<file path="src/hdl/lpd_pkg.sv">
// ---------------------------------------------------------------------------
// lpd_pkg
// Types and constants shared by the deframer modules.
// ---------------------------------------------------------------------------
`default_nettype none

package lpd_pkg;

    localparam int CHANNEL_TOTAL = 8;
    localparam int HEADER_BYTES  = 6;
    localparam int MASK_BITS     = 8;
    localparam int CH_W          = $clog2(MASK_BITS);
    localparam int QUEUE_DEPTH   = 4;
    localparam int QPTR_W        = $clog2(QUEUE_DEPTH);

    // one result between front and back
    typedef struct packed {
        logic [7:0]      data_byte;
        logic [CH_W-1:0] channel;
        logic [15:0]     length;
        logic [7:0]      sequence_num;
        logic            has_payload;
        logic            last;
    } item_t;

endpackage

`default_nettype wire

</file>
<file path="src/hdl/lpd_front.sv">
// ---------------------------------------------------------------------------
// lpd_front
// Header parser: tracks header position, payload count and buffer drop,
// and pushes one item per delivered byte or empty-packet notice.
// ---------------------------------------------------------------------------
`default_nettype none

module lpd_front (
    input  wire logic                 aclk,
    input  wire logic                 aresetn,
    input  wire logic                 in_valid,
    output logic                      in_ready,
    input  wire logic [7:0]           data_byte,
    input  wire logic [15:0]          bytes_left,
    input  wire logic                 first_of_buffer,
    input  wire logic                 cfg_we,
    input  wire logic [7:0]           cfg_mask,
    input  wire logic                 q_full,
    output logic                      push,
    output lpd_pkg::item_t            push_item
);

    localparam logic [2:0] HDR_START = 3'd0;
    localparam logic [2:0] HDR_CH_HI = 3'd1;
    localparam logic [2:0] HDR_CH_LO = 3'd2;
    localparam logic [2:0] HDR_LN_HI = 3'd3;
    localparam logic [2:0] HDR_LN_LO = 3'd4;
    localparam logic [2:0] HDR_SEQ   = 3'd5;

    logic [7:0]  mask_reg;
    logic [2:0]  hpos_reg, hpos_next;
    logic [15:0] chan_reg, chan_next;
    logic [15:0] len_reg,  len_next;
    logic [7:0]  seq_reg,  seq_next;
    logic [15:0] rem_reg,  rem_next;
    logic        drop_reg, drop_next;

    logic        accept;
    logic [2:0]  hpos_cur;
    logic [15:0] rem_cur, rem_dec, after;
    logic        drop_cur, chan_on, emit;
    lpd_pkg::item_t item;

    assign in_ready = !q_full;
    assign accept   = in_valid && in_ready;
    assign after    = (bytes_left != 16'd0) ? bytes_left - 16'd1 : 16'd0;
    assign rem_dec  = rem_cur - 16'd1;
    assign chan_on  = (chan_next < 16'(lpd_pkg::MASK_BITS))
                      && mask_reg[chan_next[lpd_pkg::CH_W-1:0]];

    always_comb begin
        // a new buffer restarts parsing before the byte is taken
        hpos_cur  = first_of_buffer ? HDR_START : hpos_reg;
        rem_cur   = first_of_buffer ? 16'd0 : rem_reg;
        drop_cur  = first_of_buffer ? 1'b0 : drop_reg;
        hpos_next = hpos_cur;
        rem_next  = rem_cur;
        drop_next = drop_cur;
        chan_next = chan_reg;
        len_next  = len_reg;
        seq_next  = seq_reg;
        emit      = 1'b0;
        item.data_byte    = data_byte;
        item.has_payload  = 1'b1;
        item.last         = 1'b0;
        if (drop_cur) begin
            if (bytes_left <= 16'd1) begin
                drop_next = 1'b0;
            end
        end else if (rem_cur != 16'd0) begin
            rem_next  = rem_dec;
            emit      = chan_on;
            item.last = (rem_dec == 16'd0);
        end else begin
            case (hpos_cur)
                HDR_START: begin
                    if (bytes_left < 16'(lpd_pkg::HEADER_BYTES)) begin
                        drop_next = (bytes_left > 16'd1);
                    end else begin
                        hpos_next = HDR_CH_HI;
                    end
                end
                HDR_CH_HI: begin
                    chan_next = {data_byte, 8'd0};
                    hpos_next = HDR_CH_LO;
                end
                HDR_CH_LO: begin
                    chan_next = {chan_reg[15:8], data_byte};
                    hpos_next = HDR_LN_HI;
                end
                HDR_LN_HI: begin
                    len_next  = {data_byte, 8'd0};
                    hpos_next = HDR_LN_LO;
                end
                HDR_LN_LO: begin
                    len_next  = {len_reg[15:8], data_byte};
                    hpos_next = HDR_SEQ;
                end
                default: begin
                    seq_next  = data_byte;
                    hpos_next = HDR_START;
                    if ((chan_reg >= 16'(lpd_pkg::CHANNEL_TOTAL)) || (len_reg > after)) begin
                        drop_next = (bytes_left > 16'd1);
                    end else if (len_reg != 16'd0) begin
                        rem_next = len_reg;
                    end else begin
                        emit             = chan_on;
                        item.has_payload = 1'b0;
                        item.last        = 1'b1;
                    end
                end
            endcase
        end
        item.channel      = chan_next[lpd_pkg::CH_W-1:0];
        item.length       = len_next;
        item.sequence_num = seq_next;
    end

    assign push      = accept && emit;
    assign push_item = item;

    always_ff @(posedge aclk) begin
        if (!aresetn) begin
            mask_reg <= 8'd0;
            hpos_reg <= HDR_START;
            chan_reg <= 16'd0;
            len_reg  <= 16'd0;
            seq_reg  <= 8'd0;
            rem_reg  <= 16'd0;
            drop_reg <= 1'b0;
        end else begin
            if (cfg_we) begin
                mask_reg <= cfg_mask;
            end
            if (accept) begin
                hpos_reg <= hpos_next;
                chan_reg <= chan_next;
                len_reg  <= len_next;
                seq_reg  <= seq_next;
                rem_reg  <= rem_next;
                drop_reg <= drop_next;
            end
        end
    end

endmodule

`default_nettype wire

</file>
<file path="src/hdl/lpd_queue.sv">
// ---------------------------------------------------------------------------
// lpd_queue
// Short item queue that decouples the parser from the output stage.
// ---------------------------------------------------------------------------
`default_nettype none

module lpd_queue (
    input  wire logic            aclk,
    input  wire logic            aresetn,
    input  wire logic            push,
    input  wire lpd_pkg::item_t  push_item,
    output logic                 full,
    input  wire logic            pop,
    output logic                 not_empty,
    output lpd_pkg::item_t       head_item
);

    lpd_pkg::item_t                mem [lpd_pkg::QUEUE_DEPTH];
    logic [lpd_pkg::QPTR_W-1:0]    wr_ptr_reg, rd_ptr_reg;
    logic [lpd_pkg::QPTR_W:0]      count_reg, count_next;

    assign full      = (count_reg == (lpd_pkg::QPTR_W+1)'(lpd_pkg::QUEUE_DEPTH));
    assign not_empty = (count_reg != '0);
    assign head_item = mem[rd_ptr_reg];

    always_comb begin
        count_next = count_reg;
        if (push && !pop) begin
            count_next = count_reg + 1'b1;
        end else if (pop && !push) begin
            count_next = count_reg - 1'b1;
        end
    end

    always_ff @(posedge aclk) begin
        if (push) begin
            mem[wr_ptr_reg] <= push_item;
        end
    end

    always_ff @(posedge aclk) begin
        if (!aresetn) begin
            wr_ptr_reg <= '0;
            rd_ptr_reg <= '0;
            count_reg  <= '0;
        end else begin
            if (push) begin
                wr_ptr_reg <= wr_ptr_reg + 1'b1;
            end
            if (pop) begin
                rd_ptr_reg <= rd_ptr_reg + 1'b1;
            end
            count_reg <= count_next;
        end
    end

endmodule

`default_nettype wire

</file>
<file path="src/hdl/lpd_back.sv">
// ---------------------------------------------------------------------------
// lpd_back
// Output stage: pops queued items into the result register and packs them.
// ---------------------------------------------------------------------------
`default_nettype none

module lpd_back (
    input  wire logic            aclk,
    input  wire logic            aresetn,
    input  wire logic            q_not_empty,
    input  wire lpd_pkg::item_t  q_item,
    output logic                 q_pop,
    output logic                 out_valid,
    input  wire logic            out_ready,
    output logic [39:0]          out_data,
    output logic                 out_user,
    output logic                 out_last
);

    logic           valid_reg;
    lpd_pkg::item_t item_reg;
    logic           load;

    assign load      = !valid_reg || out_ready;
    assign q_pop     = q_not_empty && load;
    assign out_valid = valid_reg;
    assign out_user  = item_reg.has_payload;
    assign out_last  = item_reg.last;
    // a notice carries a zero data byte
    assign out_data  = {5'd0, item_reg.sequence_num, item_reg.length, item_reg.channel,
                        (item_reg.has_payload ? item_reg.data_byte : 8'd0)};

    always_ff @(posedge aclk) begin
        if (!aresetn) begin
            valid_reg <= 1'b0;
        end else if (load) begin
            valid_reg <= q_not_empty;
        end
    end

    always_ff @(posedge aclk) begin
        if (q_pop) begin
            item_reg <= q_item;
        end
    end

endmodule

`default_nettype wire

</file>
<file path="src/hdl/length_framed_packet_deframer_top.sv">
// ---------------------------------------------------------------------------
// length_framed_packet_deframer_top
// Splits length-framed packets out of a byte stream and delivers payload
// bytes and empty-packet notices of enabled channels with their header fields.
//
//   channel   dir   width  contents
//   s_        in    24+1   data_byte, bytes_left; tuser first_of_buffer
//   m_        out   40+2   payload byte + header fields; tuser has_payload
//   cfg_      in    8      channel_enable_mask write
//
// One byte is accepted per cycle while s_tready is high; the parser settles
// each byte combinationally with a counter and a compare. Results pass a
// 4-entry queue and then an output register on their way to m_tvalid.
// s_tready drops only while the queue is full under m_tready backpressure.
// aresetn is synchronous; cfg_ready is always high.
// ---------------------------------------------------------------------------
`default_nettype none

module length_framed_packet_deframer_top (
    input  wire logic        aclk,
    input  wire logic        aresetn,
    input  wire logic        s_tvalid,
    output logic             s_tready,
    input  wire logic [23:0] s_tdata,   // [7:0] data_byte, [23:8] bytes_left
    input  wire logic [0:0]  s_tuser,   // [0] first_of_buffer
    output logic             m_tvalid,
    input  wire logic        m_tready,
    output logic [39:0]      m_tdata,   // [7:0] payload_byte, [10:8] packet_channel,
                                        // [26:11] packet_length, [34:27] packet_sequence
    output logic [0:0]       m_tuser,   // [0] has_payload
    output logic             m_tlast,   // last_of_packet
    input  wire logic        cfg_valid,
    output logic             cfg_ready,
    input  wire logic [7:0]  cfg_data   // channel_enable_mask
);

    logic           q_full, q_not_empty, push, pop, out_user;
    lpd_pkg::item_t push_item, head_item;

    assign cfg_ready  = 1'b1;
    assign m_tuser[0] = out_user;

    lpd_front u_front (
        .aclk            (aclk),
        .aresetn         (aresetn),
        .in_valid        (s_tvalid),
        .in_ready        (s_tready),
        .data_byte       (s_tdata[7:0]),
        .bytes_left      (s_tdata[23:8]),
        .first_of_buffer (s_tuser[0]),
        .cfg_we          (cfg_valid && cfg_ready),
        .cfg_mask        (cfg_data),
        .q_full          (q_full),
        .push            (push),
        .push_item       (push_item)
    );

    lpd_queue u_queue (
        .aclk      (aclk),
        .aresetn   (aresetn),
        .push      (push),
        .push_item (push_item),
        .full      (q_full),
        .pop       (pop),
        .not_empty (q_not_empty),
        .head_item (head_item)
    );

    lpd_back u_back (
        .aclk        (aclk),
        .aresetn     (aresetn),
        .q_not_empty (q_not_empty),
        .q_item      (head_item),
        .q_pop       (pop),
        .out_valid   (m_tvalid),
        .out_ready   (m_tready),
        .out_data    (m_tdata),
        .out_user    (out_user),
        .out_last    (m_tlast)
    );

endmodule

`default_nettype wire

</file>
<file path="config.mk">
export PLATFORM = sky130hd
export DESIGN_NAME = length_framed_packet_deframer_top
export DESIGN_NICKNAME = d
export VERILOG_FILES = /design/src/hdl/lpd_pkg.sv /design/src/hdl/lpd_front.sv /design/src/hdl/lpd_queue.sv /design/src/hdl/lpd_back.sv /design/src/hdl/length_framed_packet_deframer_top.sv
export SDC_FILE = /design/constraint.sdc
export NUM_CORES = 1
export LEC_CHECK = 0
export BUFFER_PORTS_ARGS = -buffer_cell sky130_fd_sc_hd__buf_2
export CORE_ASPECT_RATIO = 0.7
export CORE_MARGIN = 2
export CORE_UTILIZATION = 51
export DETAILED_ROUTE_END_ITERATION = 16
export PLACE_DENSITY = 0.71
export SLEW_MARGIN = 30
export SYNTH_ARGS = -nofsm -noshare
export SYNTH_HDL_FRONTEND = slang
export SYNTH_SLANG_ARGS = --single-unit
</file>
<file path="constraint.sdc">
create_clock -name aclk -period 14.1 [get_ports aclk]
set_input_delay 0.705 -clock aclk [delete_from_list [all_inputs] [get_ports aclk]]
set_output_delay 0.705 -clock aclk [all_outputs]
set_load 0.05 [all_outputs]
</file>
## Word level (Yosys, flattened, before mapping)

Memory sizes are Yosys's and may differ from the RTL's. A register that Yosys moved wholly into a read port is not among the register bits.
Cells that the tools add are included.

- Input bits: 38
- Logic and storage cells: 97
- Latch bits: 0
- Memories kept: 1
- Output and inout bits: 45
- Memory bits (read-only): 0
- Flip-flop bits (word level): 76
- RAM bits: 148

- Shift operators: 0
- $lt $le $gt $ge: 7
- Bitwise logic cells: 0
- Eq/ne operators: 5
- Divide/modulo/power cells: 0
- Reductions and logical operators: 21
- Multiplexer cells: 46
- Multiply operators: 0
- $add $sub $neg: 6

Memory list:

| memory | words | width | read ports | clocked after memory_dff | wr ports | line | source |
|---|---|---|---|---|---|---|---|
| u_queue.mem | 4 | 37 | 1 | 1 | 1 | lpd_queue.sv:18 | `lpd_pkg::item_t mem [lpd_pkg::QUEUE_DEPTH];` |

Operators by type and width:

| cell | number |
|---|---|
| 16-bit two-way mux | 11 |
| 16-bit one-hot mux with 2 select lines | 2 |
| 16-bit nonzero test | 3 |
| 8-bit two-way mux | 4 |
| 16-bit by 1-bit subtractor with 16-bit output (second input constant) | 2 |
| 3-bit two-way mux | 6 |
| 16-bit by 4-bit greater-or-equal comparator with 1-bit output (second input constant) | 1 |
| 16-bit by 1-bit > comparator with 1-bit output (second input constant) | 1 |
| 16-bit > comparator | 1 |
| 16-bit by 1-bit <= comparator with 1-bit output (second input constant) | 1 |
| 16-bit zero test | 1 |
| 16-bit by 3-bit less-than comparator with 1-bit output (second input constant) | 1 |
| 16-bit by 4-bit less-than comparator with 1-bit output (second input constant) | 1 |
| 1-bit two-way mux | 16 |
| 3-bit one-hot mux with 5 select lines | 1 |
| 2-bit two-way mux | 4 |
| 3-bit by 2-bit equality test with 1-bit output (second input constant) | 2 |
| 3-bit equality test (second input constant) | 2 |
| 1-bit logical AND | 6 |
| 5-bit OR reduction | 1 |
| 2-bit by 1-bit adder with 2-bit output (second input constant) | 2 |
| 1-bit zero test | 4 |
| 3-bit by 4-bit less-than comparator with 1-bit output (second input constant) | 1 |
| 4-bit OR reduction | 1 |
| other kinds (9) | 10 |

## Depth between registers and ports, before layout

- Word-level depth: 18
- Gate-level depth with buffers: 21
- Gate-level depth less buffers: 20

## By module

From an unflattened synthesis, not the netlist that was laid out.

- Cell total of the unflattened synthesis: 946
- Area, all modules: 12,107.9 µm²

By module, submodules not included:

| module | cells an instance | area an instance (µm²) | seq. area each (µm²) | instances |
|---|---|---|---|---|
| lpd_queue | 236 | 5,841.9 | 4,624.4 | 1 |
| lpd_front | 626 | 4,802.1 | 1,361.3 | 1 |
| lpd_back | 82 | 1,452.6 | 1,131.1 | 1 |
| length_framed_packet_deframer_top | 2 | 11.3 | 0.0 | 1 |

## Worst setup path after synthesis

Ideal clock, no wire load.

- Path type: input port to flip-flop
- From: in s_tdata[19]
- To: mem u_queue.mem[0][0] (netlist bit) (enable)
- Slack: 8.627 ns
- Buffers on the path: 1
- Arrival: 5.075 ns
- Library setup time: 0.398 ns
- Stages on the path: 15
- Required time: 13.702 ns
- Cells stage by stage: or4_4 > or4_1 > or3b_1 > nor2_2 > nand2_1 > buf_2 > nand2_1 > ha_1 > nand4_1 > nor4_1 > a21bo_2 > nand4_1 > a2111oi_1 > o211a_1 > and3_1

- Cells in the longest elaborated chain, start to end: 11
- Elaborated cells on any way between the ends: 12
- Those cells by class: add/sub: 1; order compare: 1; mux: 7; reduce/logical: 3

RTL lines:

| what | line | source |
|---|---|---|
| from (decl) | length_framed_packet_deframer_top.sv:24 | `input wire logic [23:0] s_tdata,` |
| 16-bit by 1-bit subtractor with 16-bit output or 16-bit nonzero test (tied branches) | lpd_front.sv:46 | `assign after = (bytes_left != 16'd0) ? bytes_left - 16'd1 : 16'd0;` |
| 16-bit two-way mux * | lpd_front.sv:46 |  |
| 16-bit > comparator * | lpd_front.sv:102 | `if ((chan_reg >= 16'(lpd_pkg::CHANNEL_TOTAL)) \|\| (len_reg > after)) begin` |
| 1-bit logical OR * | lpd_front.sv:102 |  |
| 1-bit two-way mux * | lpd_front.sv:102 |  |
| 1-bit two-way mux * | lpd_front.sv:75 | `case (hpos_cur)` |
| 1-bit two-way mux * | lpd_front.sv:70 | `end else if (rem_cur != 16'd0) begin` |
| 1-bit two-way mux * | lpd_front.sv:66 | `if (drop_cur) begin` |
| 1-bit logical AND * | lpd_front.sv:119 | `assign push = accept && emit;` |
| 1-bit two-way mux * | lpd_queue.sv:36 | `if (push) begin` |
| 1-bit two-way mux (not written as such) * | lpd_queue.sv:37 | `mem[wr_ptr_reg] <= push_item;` |
| to (decl) | lpd_queue.sv:18 |  |

Mark *: on every way between the ends. The rest lies on a longest branch, timed or not.

## Worst setup path in the final report

- From: in s_tdata[19]
- To: reg u_queue.count_reg[2] (netlist bit)

- Cells in the longest elaborated chain, start to end: 12
- Elaborated cells on any way between the ends: 15
- Those cells by class: add/sub: 1; order compare: 1; mux: 6; reduce/logical: 7

RTL lines:

| what | line | source |
|---|---|---|
| 16-bit by 1-bit subtractor with 16-bit output or 16-bit nonzero test (tied branches) | lpd_front.sv:46 |  |
| 16-bit two-way mux * | lpd_front.sv:46 |  |
| 16-bit > comparator * | lpd_front.sv:102 |  |
| 1-bit logical OR * | lpd_front.sv:102 |  |
| 1-bit two-way mux * | lpd_front.sv:102 |  |
| 1-bit two-way mux * | lpd_front.sv:75 |  |
| 1-bit two-way mux * | lpd_front.sv:70 |  |
| 1-bit two-way mux * | lpd_front.sv:66 |  |
| 1-bit logical AND * | lpd_front.sv:119 |  |
| named net push | length_framed_packet_deframer_top.sv:37 | `logic q_full, q_not_empty, push, pop, out_user;` |
| 1-bit zero test | lpd_queue.sv:30 | `end else if (pop && !push) begin` |
| 1-bit logical AND | lpd_queue.sv:30 |  |
| 2-bit nonzero test (no line) | -- |  |
| to (signal assigned) | lpd_queue.sv:53 | `count_reg <= count_next;` |
| to (decl) | lpd_queue.sv:20 | `logic [lpd_pkg::QPTR_W:0] count_reg, count_next;` |

The timed path passes the listed nets; every way through them passes the cells marked *.
A chain may end at the register's enable or synchronous reset.

==> results.json <==
{
  "run_status": "complete, no violations",
  "registers.top_by_ff_count": "u_queue.mem",
  "seq_area_frac_synth": 0.587,
  "io_buffers": 76,
  "die_area_sq_um": 24900,
  "whs_ps": 421,
  "die_outline_width_microns": 188,
  "synth_edf_count": 185,
  "synth.ff_latch_count": 261,
  "clk_transition_reported_paths_ps": 60,
  "worstPathCellList": "buf_2, or4_4, or4_1, or3b_1, nor2_2, nand2_1, nand2_1, ha_1, nand4_1, nor4_1, nand4_1, a2111oi_2, o211a_1, and2_1, ha_1, inv_1, fa_1, xor2_1, or3_1, a21oi_1",
  "utilization": 0.568,
  "grt_pass1_vias": 7253,
  "first_iter_violations": 770,
  "worst_path_required_ps": 14550,
  "reg2reg_from": "u_front.rem_reg[1]$_SDFFE_PN0P_",
  "timing.final.ws_setup_ps": 8160,
  "ant_nets": 0,
  "diodes": 0,
  "regToRegSetupSlack_ps": 9630,
  "cts_inserted_buffers": 25,
  "worst_hold_startpoint": "cfg_data[2]",
  "area_after_dpl_sq_um": 12400,
  "firstDrtPassIters": 5,
  "nets": 1042,
  "number_of_pins_exceeding_their_max_slew_limit_in_the_final_report": 0,
  "cellLeakagePower_nw": 4.89,
  "critical_path_class": "in2reg",
  "gpl.final_weighted_congestion": 0.858,
  "vdd.ir_drop.worst_mv": 0.196,
  "area_growth_pct": 10.2,
  "floorplan.initialDensity": 0.515,
  "fp.dieH_microns": 133,
  "timing.critical_path.from_type": "input port",
  "synth_warnings": 0,
  "detailedPlacementHpwl_microns": 17200,
  "route.vias.total": 7770,
  "cts.repair.resized": 0,
  "vias_per_cell": 5.92,
  "max_slew.worst_pin.slew_ps": 948,
  "placement_rows": 47,
  "timing.critical_path.arrival_ps": 6380,
  "r2r_cells": 15,
  "fin_total_pwr_mw": 2.32,
  "grt_setup_unrepaired": "false",
  "holdBufCountCts": 0,
  "async_reset_ff_frac": 0,
  "mostFrequentLayoutCell": "sky130_fd_sc_hd__edfxtp_1",
  "postCtsSetupRepairBufs": 0,
  "drt_wl_total_microns": 26500,
  "drcViolationCount": 0,
  "postSynthAreaPerCell_sq_um": 12.6,
  "proportion_of_layout_cells_with_a_drive_suffix_above_1": 0.196,
  "pwr_density_cell_nw_per_um2": 174,
  "largest_reg_flops": 148,
  "timing.hold.worst_path_depth": 3,
  "antenna_violations_before_repair": 0,
  "grt_overflow_total": 0,
  "finalCriticalPeriod_ps": 5940,
  "cp_max_fo": 14,
  "core_area_sq_um": 23400,
  "largest_net_degree_at_the_start_of_global_routing": 60,
  "crit-reg2reg-capture": "u_queue.count_reg[2]$_SDFFE_PN0P_",
  "report.final.hold_viol_count": 0,
  "clkLatencyLatePin_ps": 530,
  "stdcell_area_sq_um": 13300,
  "min_to": "u_front.mask_reg[2]$_SDFFE_PN0P_",
  "synth_flop_cell": "sky130_fd_sc_hd__edfxtp_1",
  "finalSetupTns_ps": 0,
  "dp_slack_ps": 7550,
  "netlist_area_sq_um": 12100,
  "max_cap_viol_count": 0,
  "cp-end-kind": "flop",
  "placed_cells": 1267,
  "finalSetupViolations": 0,
  "clock.fmax_mhz": 168,
  "number_of_standard_cells_in_the_layout_taps_in_and_fillers_out": 1313,
  "cts_buffer_depth": 3,
  "wl_per_cell_microns": 20.2,
  "tritoncts": "done",
  "floorplan.io_pins": 83,
  "htree_levels": 1,
  "timing.max_slew.rel_slack": 0.367,
  "most-common-layout-cells": "sky130_fd_sc_hd__edfxtp_1, sky130_fd_sc_hd__nor2_1, sky130_fd_sc_hd__buf_2",
  "number_of_library_cell_types_mapped_by_synthesis": 81,
  "max_stage_delay_on_crit_path_ps": 700,
  "total_routing_usage_reported_by_global_routing": 0.214,
  "finalCritPeriodShare": 0.421,
  "cts.sink_count": 261,
  "clockRootBuffer": "sky130_fd_sc_hd__clkbuf_16",
  "post_synth_inst_count": 953,
  "global_route_wire_length_before_repair_microns": 42000,
  "cp_max_stage_cell": "sky130_fd_sc_hd__a2111oi_2",
  "fin_skew_ps": 15.7,
  "hold_path.class": "in2reg"
}
==> routing by layer <==
layer | vias to the layer above | wire length, microns | global-route usage
li1 | 3594 | - | -
met1 | 3772 | 12500 | 0.340
met2 | 354 | 11300 | 0.308
met3 | 50 | 2220 | 0.0361
met4 | 0 | 539 | 0.0464
met5 | - | 0 | 0
==> cell type report <==
type	count	area (sq um)
Clock inverter	12	123
Multi-Input combinational cell	589	4500
Sequential cell	261	7080
Fill cell	1932	10100
Clock buffer	34	701
Tap cell	318	398
Inverter	18	70.1
Timing Repair Buffer	81	418
==> critical path, delay by kind of cell <==
| family | cells | cell delay [ps] |
|---|---|---|
| xor+xnor | 1 | 170 |
| fa+ha+maj | 3 | 710 |
| simple gates | 11 | 3420 |
| buf+inv | 2 | 170 |
| compound gates | 3 | 1190 |
==> power by group <==
part           total, mW  switching [mW]  internal [mW]  leakage (nW)
combinational      0.646           0.446          0.199          2.03
clock              0.674           0.286          0.387         0.393
sequential         0.997          0.0595          0.937          2.47
total               2.32           0.792           1.52          4.89
==> cell usage after synthesis, types with 7 or more instances <==
master,number,share of area
sky130_fd_sc_hd__mux4_2,37,0.069
sky130_fd_sc_hd__nor2_1,80,0.025
sky130_fd_sc_hd__and2_1,14,0.0073
sky130_fd_sc_hd__dfxtp_1,76,0.13
sky130_fd_sc_hd__and3_1,10,0.0052
sky130_fd_sc_hd__a22oi_1,11,0.0069
sky130_fd_sc_hd__o21ai_0,43,0.018
sky130_fd_sc_hd__inv_1,17,0.0053
sky130_fd_sc_hd__mux2i_1,27,0.022
sky130_fd_sc_hd__buf_2,7,0.0029
sky130_fd_sc_hd__nand2_1,63,0.020
sky130_fd_sc_hd__xor2_1,18,0.013
sky130_fd_sc_hd__nor4_1,15,0.0078
sky130_fd_sc_hd__o211a_1,8,0.0066
sky130_fd_sc_hd__a21oi_1,49,0.020
sky130_fd_sc_hd__ha_1,27,0.028
sky130_fd_sc_hd__nand4_1,10,0.0052
sky130_fd_sc_hd__mux2_2,12,0.011
sky130_fd_sc_hd__nand2b_1,12,0.0062
sky130_fd_sc_hd__nor2b_1,8,0.0042
sky130_fd_sc_hd__buf_4,34,0.021
sky130_fd_sc_hd__clkbuf_1,41,0.013
sky130_fd_sc_hd__edfxtp_1,185,0.46
sky130_fd_sc_hd__nand3_1,15,0.0062
sky130_fd_sc_hd__nor3_1,22,0.0091
sky130_fd_sc_hd__xnor2_1,9,0.0065
==> logic make-up after synthesis <==
family,count (synthesis),synth area share
AND/OR/NAND/NOR,279,0.119
flip-flops,261,0.587
AO/OA/AOI/OAI,171,0.0930
buffers and inverters,107,0.0459
multiplexers,78,0.105
adder cells (fa/ha/maj),28,0.0297
XOR/XNOR,27,0.0196
other,2,0.000623
==> worst max-delay path by stage <==
| stage | startpoint | endpoint | slack (ps) | cells past startpoint |
|---|---|---|---|---|
| floorplan | s_tdata[19] | u_queue.mem[0][0]$_DFFE_PP_ | 8630 | 15 |
| global placement | s_tdata[19] | u_queue.count_reg[2]$_SDFFE_PN0P_ | 7750 | 20 |
| detailed placement | s_tdata[19] | u_queue.count_reg[2]$_SDFFE_PN0P_ | 7550 | 20 |
| CTS | s_tdata[19] | u_queue.count_reg[2]$_SDFFE_PN0P_ | 8060 | 20 |
| global route | s_tdata[19] | u_queue.count_reg[2]$_SDFFE_PN0P_ | 7740 | 20 |
| finish | s_tdata[19] | u_queue.count_reg[2]$_SDFFE_PN0P_ | 8160 | 20 |
(Power assumes the default switching activity.)
